===== config.mk =====
export PLATFORM = sky130hd
export DESIGN_NAME = ook_pulse_width_capture_core
export DESIGN_NICKNAME = d
export VERILOG_FILES = /design/src/sv/opwc_pkg.sv /design/src/sv/opwc_out_skid.sv /design/src/sv/ook_pulse_width_capture_core.sv
export SDC_FILE = /design/constraint.sdc
export NUM_CORES = 1
export LEC_CHECK = 0
export CORE_MARGIN = 2
export CORE_UTILIZATION = 60
export CTS_CLUSTER_SIZE = 40
export DETAILED_ROUTE_END_ITERATION = 10
export DONT_BUFFER_PORTS = 1
export PLACE_DENSITY_LB_ADDON = 0.25
export SETUP_SLACK_MARGIN = 0.5
export SLEW_MARGIN = 20
export SYNTH_ARGS = -nofsm -noshare
export SYNTH_HDL_FRONTEND = slang
export SYNTH_SLANG_ARGS = --single-unit

===== constraint.sdc =====
create_clock -name i_clk -period 7.4 [get_ports i_clk]
set_input_delay 1.48 -clock i_clk [delete_from_list [all_inputs] [get_ports i_clk]]
set_output_delay 1.48 -clock i_clk [all_outputs]
set_load 0.01 [all_outputs]

===== src/sv/opwc_pkg.sv =====
// Package for the on-off-keyed pulse width capture block.
// Holds the result beat type, end cause codes, register indexes and fixed widths.
// No dependencies; used by opwc_out_skid and ook_pulse_width_capture_core.
package opwc_pkg;

    localparam int unsigned WINDOW_W   = 24;
    localparam int unsigned IDLE_W     = 16;
    localparam int unsigned PMAX_W     = 16;
    localparam int unsigned CFG_DATA_W = 24;
    localparam int unsigned CFG_IDX_W  = 2;
    localparam int unsigned SINCE_W    = 17;
    localparam int unsigned INDEX_W    = 7;
    localparam int unsigned COUNT_W    = 8;
    localparam int unsigned IN_TDATA_W  = 8;
    localparam int unsigned OUT_TDATA_W = 40;

    localparam logic [CFG_IDX_W-1:0] CFG_WINDOW = 2'd0;
    localparam logic [CFG_IDX_W-1:0] CFG_IDLE   = 2'd1;
    localparam logic [CFG_IDX_W-1:0] CFG_PMAX   = 2'd2;

    localparam logic [WINDOW_W-1:0] WINDOW_RST = 24'd5000000;
    localparam logic [IDLE_W-1:0]   IDLE_RST   = 16'd15000;
    localparam logic [PMAX_W-1:0]   PMAX_RST   = 16'd60000;

    typedef enum logic [1:0] {
        CAUSE_DEADLINE = 2'd0,
        CAUSE_IDLE     = 2'd1,
        CAUSE_FULL     = 2'd2,
        CAUSE_ABORT    = 2'd3
    } t_end_cause;

    typedef struct packed {
        logic               pulse_valid;
        logic [PMAX_W-1:0]  pulse_width;
        logic [INDEX_W-1:0] pulse_index;
        logic               capture_done;
        t_end_cause         end_cause;
        logic [COUNT_W-1:0] pulse_count;
    } t_result;

    typedef struct packed {
        logic out_vld;
        logic skid_vld;
    } t_skid_stat;

endpackage


===== src/sv/opwc_out_skid.sv =====
// Output register with one skid entry for the pulse capture result stream.
// Depends on opwc_pkg for the result beat type and the status struct.
module opwc_out_skid (
    input  logic                i_clk,
    input  logic                i_rst_n,
    input  logic                i_push,
    input  opwc_pkg::t_result   i_data,
    input  logic                i_ready,
    output opwc_pkg::t_result   o_data,
    output opwc_pkg::t_skid_stat o_stat
);

    logic              r_out_vld;
    logic              r_skid_vld;
    opwc_pkg::t_result r_out;
    opwc_pkg::t_result r_skid;
    logic              w_take;

    assign w_take = !r_out_vld || i_ready;

    always_ff @(posedge i_clk) begin
        if (!i_rst_n) begin
            r_out_vld  <= 1'b0;
            r_skid_vld <= 1'b0;
        end else if (w_take) begin
            r_out_vld  <= r_skid_vld || i_push;
            r_skid_vld <= 1'b0;
        end else if (i_push) begin
            r_skid_vld <= 1'b1;
        end
    end

    always_ff @(posedge i_clk) begin
        if (w_take) begin
            if (r_skid_vld) begin
                r_out <= r_skid;
            end else if (i_push) begin
                r_out <= i_data;
            end
        end else if (i_push) begin
            r_skid <= i_data;
        end
    end

    assign o_data         = r_out;
    assign o_stat.out_vld  = r_out_vld;
    assign o_stat.skid_vld = r_skid_vld;

endmodule


===== src/sv/ook_pulse_width_capture_core.sv =====
// Pulse width capture for one on-off-keyed burst; one input beat per line tick.
// A result beat is worked out from the registered input beat and presented from the output register.
// Throughput: one input beat per cycle, held back only while the skid entry is full.
// Reset: synchronous, active low; clears capture state and restores register defaults.
// Depends on opwc_pkg and opwc_out_skid.
module ook_pulse_width_capture_core #(
    parameter int unsigned MAX_PULSES = 128
) (
    input  logic                                 i_clk,
    input  logic                                 i_rst_n,
    input  logic                                 i_cfg_wr_en,
    input  logic [opwc_pkg::CFG_IDX_W-1:0]       i_cfg_idx,
    input  logic [opwc_pkg::CFG_DATA_W-1:0]      i_cfg_wdata,
    input  logic                                 s_axis_tvalid,
    output logic                                 s_axis_tready,
    // Bits from 0: arm, line_level, abort, zero fill.
    input  logic [opwc_pkg::IN_TDATA_W-1:0]      s_axis_tdata,
    output logic                                 m_axis_tvalid,
    input  logic                                 m_axis_tready,
    // Bits from 0: pulse_width, pulse_index, end_cause, pulse_count, zero fill.
    output logic [opwc_pkg::OUT_TDATA_W-1:0]     m_axis_tdata,
    // Bit 0: pulse_valid.
    output logic                                 m_axis_tuser,
    output logic                                 m_axis_tlast
);

    localparam int unsigned TAKEN_W = $clog2(MAX_PULSES + 1);

    logic [opwc_pkg::WINDOW_W-1:0] r_window;
    logic [opwc_pkg::IDLE_W-1:0]   r_idle;
    logic [opwc_pkg::PMAX_W-1:0]   r_pmax;

    logic r_in_vld, r_in_arm, r_in_lvl, r_in_abort;

    logic                         r_active, n_active;
    logic                         r_capturing, n_capturing;
    logic                         r_prev, n_prev;
    logic [opwc_pkg::SINCE_W-1:0]  r_since, n_since;
    logic [opwc_pkg::WINDOW_W-1:0] r_elapsed, n_elapsed;
    logic [TAKEN_W-1:0]           r_taken, n_taken;

    logic                          w_fire;
    logic                          w_push;
    opwc_pkg::t_result             w_res;
    opwc_pkg::t_result             w_out;
    opwc_pkg::t_skid_stat          w_stat;
    logic [opwc_pkg::WINDOW_W-1:0] w_elapsed;
    logic [opwc_pkg::SINCE_W-1:0]  w_since;
    logic [TAKEN_W-1:0]            w_taken_inc;
    logic [TAKEN_W+7:0]            w_cnt_old;
    logic [TAKEN_W+7:0]            w_cnt_new;
    logic                          w_full;

    always_ff @(posedge i_clk) begin
        if (!i_rst_n) begin
            r_window <= opwc_pkg::WINDOW_RST;
            r_idle   <= opwc_pkg::IDLE_RST;
            r_pmax   <= opwc_pkg::PMAX_RST;
        end else if (i_cfg_wr_en) begin
            case (i_cfg_idx)
                opwc_pkg::CFG_WINDOW: r_window <= i_cfg_wdata;
                opwc_pkg::CFG_IDLE:   r_idle   <= i_cfg_wdata[opwc_pkg::IDLE_W-1:0];
                opwc_pkg::CFG_PMAX:   r_pmax   <= i_cfg_wdata[opwc_pkg::PMAX_W-1:0];
                default: ;
            endcase
        end
    end

    assign w_fire        = r_in_vld && !w_stat.skid_vld;
    assign s_axis_tready = !r_in_vld || !w_stat.skid_vld;

    always_ff @(posedge i_clk) begin
        if (!i_rst_n) begin
            r_in_vld <= 1'b0;
        end else if (s_axis_tvalid && s_axis_tready) begin
            r_in_vld <= 1'b1;
        end else if (w_fire) begin
            r_in_vld <= 1'b0;
        end
    end

    always_ff @(posedge i_clk) begin
        if (s_axis_tvalid && s_axis_tready) begin
            r_in_arm   <= s_axis_tdata[0];
            r_in_lvl   <= s_axis_tdata[1];
            r_in_abort <= s_axis_tdata[2];
        end
    end

    assign w_elapsed   = (&r_elapsed) ? r_elapsed : r_elapsed + 1'b1;
    assign w_since     = (&r_since) ? r_since : r_since + 1'b1;
    assign w_taken_inc = r_taken + 1'b1;
    assign w_full      = w_taken_inc >= TAKEN_W'(MAX_PULSES);
    assign w_cnt_old   = {8'd0, r_taken};
    assign w_cnt_new   = {8'd0, w_taken_inc};

    always_comb begin
        n_active    = r_active;
        n_capturing = r_capturing;
        n_prev      = r_prev;
        n_since     = r_since;
        n_elapsed   = r_elapsed;
        n_taken     = r_taken;
        w_push      = 1'b0;
        w_res.pulse_valid  = 1'b0;
        w_res.pulse_width  = '0;
        w_res.pulse_index  = '0;
        w_res.capture_done = 1'b1;
        w_res.end_cause    = opwc_pkg::CAUSE_DEADLINE;
        w_res.pulse_count  = w_cnt_old[opwc_pkg::COUNT_W-1:0];
        if (r_in_arm) begin
            n_active    = 1'b1;
            n_capturing = 1'b0;
            n_prev      = r_in_lvl;
            n_since     = '0;
            n_elapsed   = '0;
            n_taken     = '0;
        end else if (r_active) begin
            n_elapsed = w_elapsed;
            if (w_elapsed >= r_window) begin
                n_active    = 1'b0;
                n_capturing = 1'b0;
                w_push      = 1'b1;
            end else if (r_in_abort) begin
                n_active        = 1'b0;
                n_capturing     = 1'b0;
                w_push          = 1'b1;
                w_res.end_cause = opwc_pkg::CAUSE_ABORT;
            end else if (r_in_lvl != r_prev) begin
                n_prev  = r_in_lvl;
                n_since = '0;
                if (!r_capturing) begin
                    n_capturing = r_in_lvl;
                    n_taken     = '0;
                end else begin
                    n_taken = w_taken_inc;
                    w_push  = 1'b1;
                    w_res.pulse_valid  = 1'b1;
                    w_res.pulse_width  = (w_since > {1'b0, r_pmax}) ? r_pmax
                                         : w_since[opwc_pkg::PMAX_W-1:0];
                    w_res.pulse_index  = w_cnt_old[opwc_pkg::INDEX_W-1:0];
                    w_res.pulse_count  = w_cnt_new[opwc_pkg::COUNT_W-1:0];
                    w_res.capture_done = w_full;
                    w_res.end_cause    = w_full ? opwc_pkg::CAUSE_FULL
                                                : opwc_pkg::CAUSE_DEADLINE;
                    if (w_full) begin
                        n_active    = 1'b0;
                        n_capturing = 1'b0;
                    end
                end
            end else begin
                n_since = w_since;
                if (r_capturing && (w_since > {1'b0, r_idle})) begin
                    n_active        = 1'b0;
                    n_capturing     = 1'b0;
                    w_push          = 1'b1;
                    w_res.end_cause = opwc_pkg::CAUSE_IDLE;
                end
            end
        end
    end

    always_ff @(posedge i_clk) begin
        if (!i_rst_n) begin
            r_active    <= 1'b0;
            r_capturing <= 1'b0;
            r_prev      <= 1'b0;
            r_since     <= '0;
            r_elapsed   <= '0;
            r_taken     <= '0;
        end else if (w_fire) begin
            r_active    <= n_active;
            r_capturing <= n_capturing;
            r_prev      <= n_prev;
            r_since     <= n_since;
            r_elapsed   <= n_elapsed;
            r_taken     <= n_taken;
        end
    end

    opwc_out_skid u_out_skid (
        .i_clk   (i_clk),
        .i_rst_n (i_rst_n),
        .i_push  (w_fire && w_push),
        .i_data  (w_res),
        .i_ready (m_axis_tready),
        .o_data  (w_out),
        .o_stat  (w_stat)
    );

    assign m_axis_tvalid = w_stat.out_vld;
    assign m_axis_tuser  = w_out.pulse_valid;
    assign m_axis_tlast  = w_out.capture_done;
    assign m_axis_tdata  = {7'd0, w_out.pulse_count, w_out.end_cause,
                            w_out.pulse_index, w_out.pulse_width};

`ifndef SYNTHESIS
    a_capture_needs_active: assert property (@(posedge i_clk) disable iff (!i_rst_n)
        r_capturing |-> r_active)
        else $error("capturing set while the capture is not active");

    a_taken_bounded: assert property (@(posedge i_clk) disable iff (!i_rst_n)
        r_taken <= TAKEN_W'(MAX_PULSES))
        else $error("pulse count exceeds the store size");

    a_full_carries_pulse: assert property (@(posedge i_clk) disable iff (!i_rst_n)
        (m_axis_tvalid && m_axis_tlast && (w_out.end_cause == opwc_pkg::CAUSE_FULL))
        |-> m_axis_tuser)
        else $error("store-full end beat without a measured pulse");

    a_skid_behind_out: assert property (@(posedge i_clk) disable iff (!i_rst_n)
        w_stat.skid_vld |-> w_stat.out_vld)
        else $error("skid entry holds a beat while the output register is empty");
`endif

endmodule

==> flow_summary.ini <==
[run_status]
outcome = finished clean

[floorplan]
die_h_microns = 132
top_level_ports = 83
fp-row-count = 46
core_sq_um = 15900
die_width_microns = 132
die_area_sq_um = 17400
initial_core_util_pct = 61.7

[cts]
cts_tree = yes
insertion_delay_ns = 0.44
htree_levels = 4
hold_buffers = 0
post_cts_resized = 0
cts_sinks = 184
cts_buffers = 17
cts-root-buf = clkbuf_16
cts_max_path_buffers = 2
cts_setup_buffers = 0
clkTransAtPathRegs_ns = 0.07

[setup_path]
cp.arrival_ns = 5.27
critical_path_required_ns = 7.55
r2r_start = r_elapsed[2]
cp_cell_sequence = and4_1 > nand2_1 > nor4_1 > nand3_1 > xnor2_1 > ha_1 > nand4_1 > inv_1 > a221o_1 > a2111oi_4 > nand3_2 > inv_1 > a31oi_1
crit_top_cell = inv_1
ff2ff_setup_slack_ns = 2.28
critPathKind = reg2reg
r2r_cells = 13
slowest_stage = nor4_1
crit_path_max_incr_delay_ns = 0.79
crit_path_end_kind = flip-flop
r2r-end = u_out_skid.o_data[10]
cp_max_fo = 31
start_kind = flip-flop

[logic_synthesis]
yosysTopAreaCellShare_pct = 22.6
synth-edff-count = 73
syn_avg_cell_area_sq_um = 9.07
synthFlopType = dfxtp_1
netlist_top_cells_area = dfxtp_1 (23%), edfxtp_1 (22%), ha_1 (7.8%)
netlist_area_sq_um = 9830
yosys_warnings = 0
yosysTopAreaCell = dfxtp_1
ys_seq_area_share_pct = 44.9
syn-instance-count = 1084
synthDistinctLibCells = 76
ys_seq_elements = 184
async_reset_ff_share_pct = 0

[route]
via_per_inst = 5.94
drcViolationCount = 0
wirelength_mm = 21.7
wl_met1_mm = 10.6
dr_wl_met2_mm = 9.63
wire_per_inst_microns = 16.9
first_pass_iters = 6
drtAntennaViolNets = 0
vias = 7635
top_layer_used = met4
drt_iter0_drc = 600
route.met3.wl_mm = 1.23

[timing]
fin_ws_ns = 2.28
timing.hold.ws_ns = 0.457
period_minus_slack_ns = 5.12
setup_tns_ns = 0
hold_viol_final = 0
fin_skew_ns = 0.0136
finalSetupViolations = 0
period_share_pct = 69.2
drv_slew = 0
rsz0062_at_grt = false
max_freq_mhz = 195
worst_pin_slew_ns = 1.11
slew-limit-headroom_pct = 26.1

[power]
power.density_nw_per_um2 = 198
p_leak_uw = 0.00408
ir_worst_vdd_mv = 0.170

[global_routing]
grt_use_total_pct = 25.4
grt_max_degree = 47
gr-total-overflow = 0
antenna_found_initial = 0
grt_pass1_wl_mm = 35.7
grt_pass1_vias = 6973

[hold_path]
min-delay-start = r_window[20]
holdPathEnd = r_window[20]
min_path_cells = 2
hold_class = reg2reg

[cells_and_area]
final_cells = 1286
drive_gt1_share_pct = 6.36
layout.nets = 1157
mostFrequentLayoutCells = nand2_1 (182), dfxtp_1 (111), inv_1 (75), edfxtp_1 (73), nor2_1 (68)
syn2layout_area_growth_pct = 7.37
layout_commonest_cell = nand2_1
final_cell_area_sq_um = 10600
antennaDiodeCount = 0

[placed_design]
dp.cells = 1253
portBuffers = 0
place.gp.congestion = 0.914
dp_hpwl_mm = 15.7
place_area_sq_um = 9920
place_ws_ns = 2.38

[flow_run]
maxCapViolCount = 0
[registers in the layout, indices dropped and copies added (netlist names), 8 cells and up]
name and flops:
r_taken 8, r_idle 16, u_out_skid.o_data 35, r_since 17, r_elapsed 24, r_window 24
u_out_skid.r_skid 35, r_pmax 16
[cell families after synthesis]
family                     synth area share (%)
other                                    0.0381
DFF                                        44.9
AOI/OAI and AO/OA                          16.7
and+or+nand+nor                            19.0
buffers and inverters                      5.75
adders and majority gates                  7.76
xor gates and xnor gates                   3.38
muxes                                      2.48
[synthesized netlist by cell type, types with 4 or more instances]
cell and number:
a211oi_1 5, a21o_1 4, a21oi_1 65, a221o_1 8, a22o_1 16, a31oi_1 13, and2_1 6, and3_1 10
and4_1 6, buf_1 4, buf_2 7, buf_4 9, clkbuf_1 36, dfxtp_1 111, edfxtp_1 73, ha_1 61
inv_1 75, mux2i_1 21, nand2_1 182, nand2b_1 4, nand3_1 33, nand4_1 24, nor2_1 71, nor2b_1 4
nor3_1 14, nor4_1 4, o211ai_1 26, o21a_1 4, o21ai_0 43, o21ai_1 12, o31ai_1 24, or3_1 4
or4_1 8, xnor2_1 23, xor2_1 15
[how the worst max path moves through the flow]
stage,startpoint,depth (start not counted),endpoint,slack [ns]
after floorplan,r_elapsed[2],17,u_out_skid.r_skid[0],1.13
after global placement,r_elapsed[2],12,u_out_skid.o_data[1],2.03
after detailed placement,r_elapsed[2],13,u_out_skid.o_data[19],2.38
after CTS,r_elapsed[2],13,u_out_skid.o_data[28],2.36
after global routing,r_elapsed[2],13,u_out_skid.o_data[10],1.81
final,r_elapsed[2],13,u_out_skid.o_data[10],2.28
[routing by layer]
metal	GRT usage, %	vias to the layer above
li1	-	3817
met1	36.9	3574
met2	38.9	218
met3	5.61	26
met4	6.10	0
met5	0	-
[area by class of cell]
class / count / area [sq um]
clock buffers: 17 / 425
flip-flops and latches: 184 / 4410
repair buffers: 7 / 72.6
well taps: 216 / 270
clock inverters: 15 / 180
fillers: 1330 / 5390
multi-input cells: 771 / 4910
inverters: 76 / 285
[stage by stage]
| step | util (%) | power (uW) |
|---|---|---|
| floorplan | - | 1160 |
| global placement | 62.2 | 1170 |
| detailed placement | 62.2 | 1180 |
| CTS | 66.0 | 2100 |
| global route | 66.2 | 2160 |
| finish | 66.2 | 2090 |
[worst max-delay path, delay by kind of cell, from the launching register on]
kind / cells / cell delay [ns]
AND/OR/NAND/NOR: 6 / 2.37
AO/OA/AOI/OAI: 3 / 1.16
flip-flops: 1 / 0.48
buffers and inverters: 2 / 0.35
adder cells (fa/ha/maj): 1 / 0.29
XOR/XNOR: 1 / 0.18
[power by group]
group,switching [uW],internal [uW]
registers,10.9,1060
logic,56.7,28.0
clock network,419,513
No activity file was read; power rests on OpenSTA's default activity.
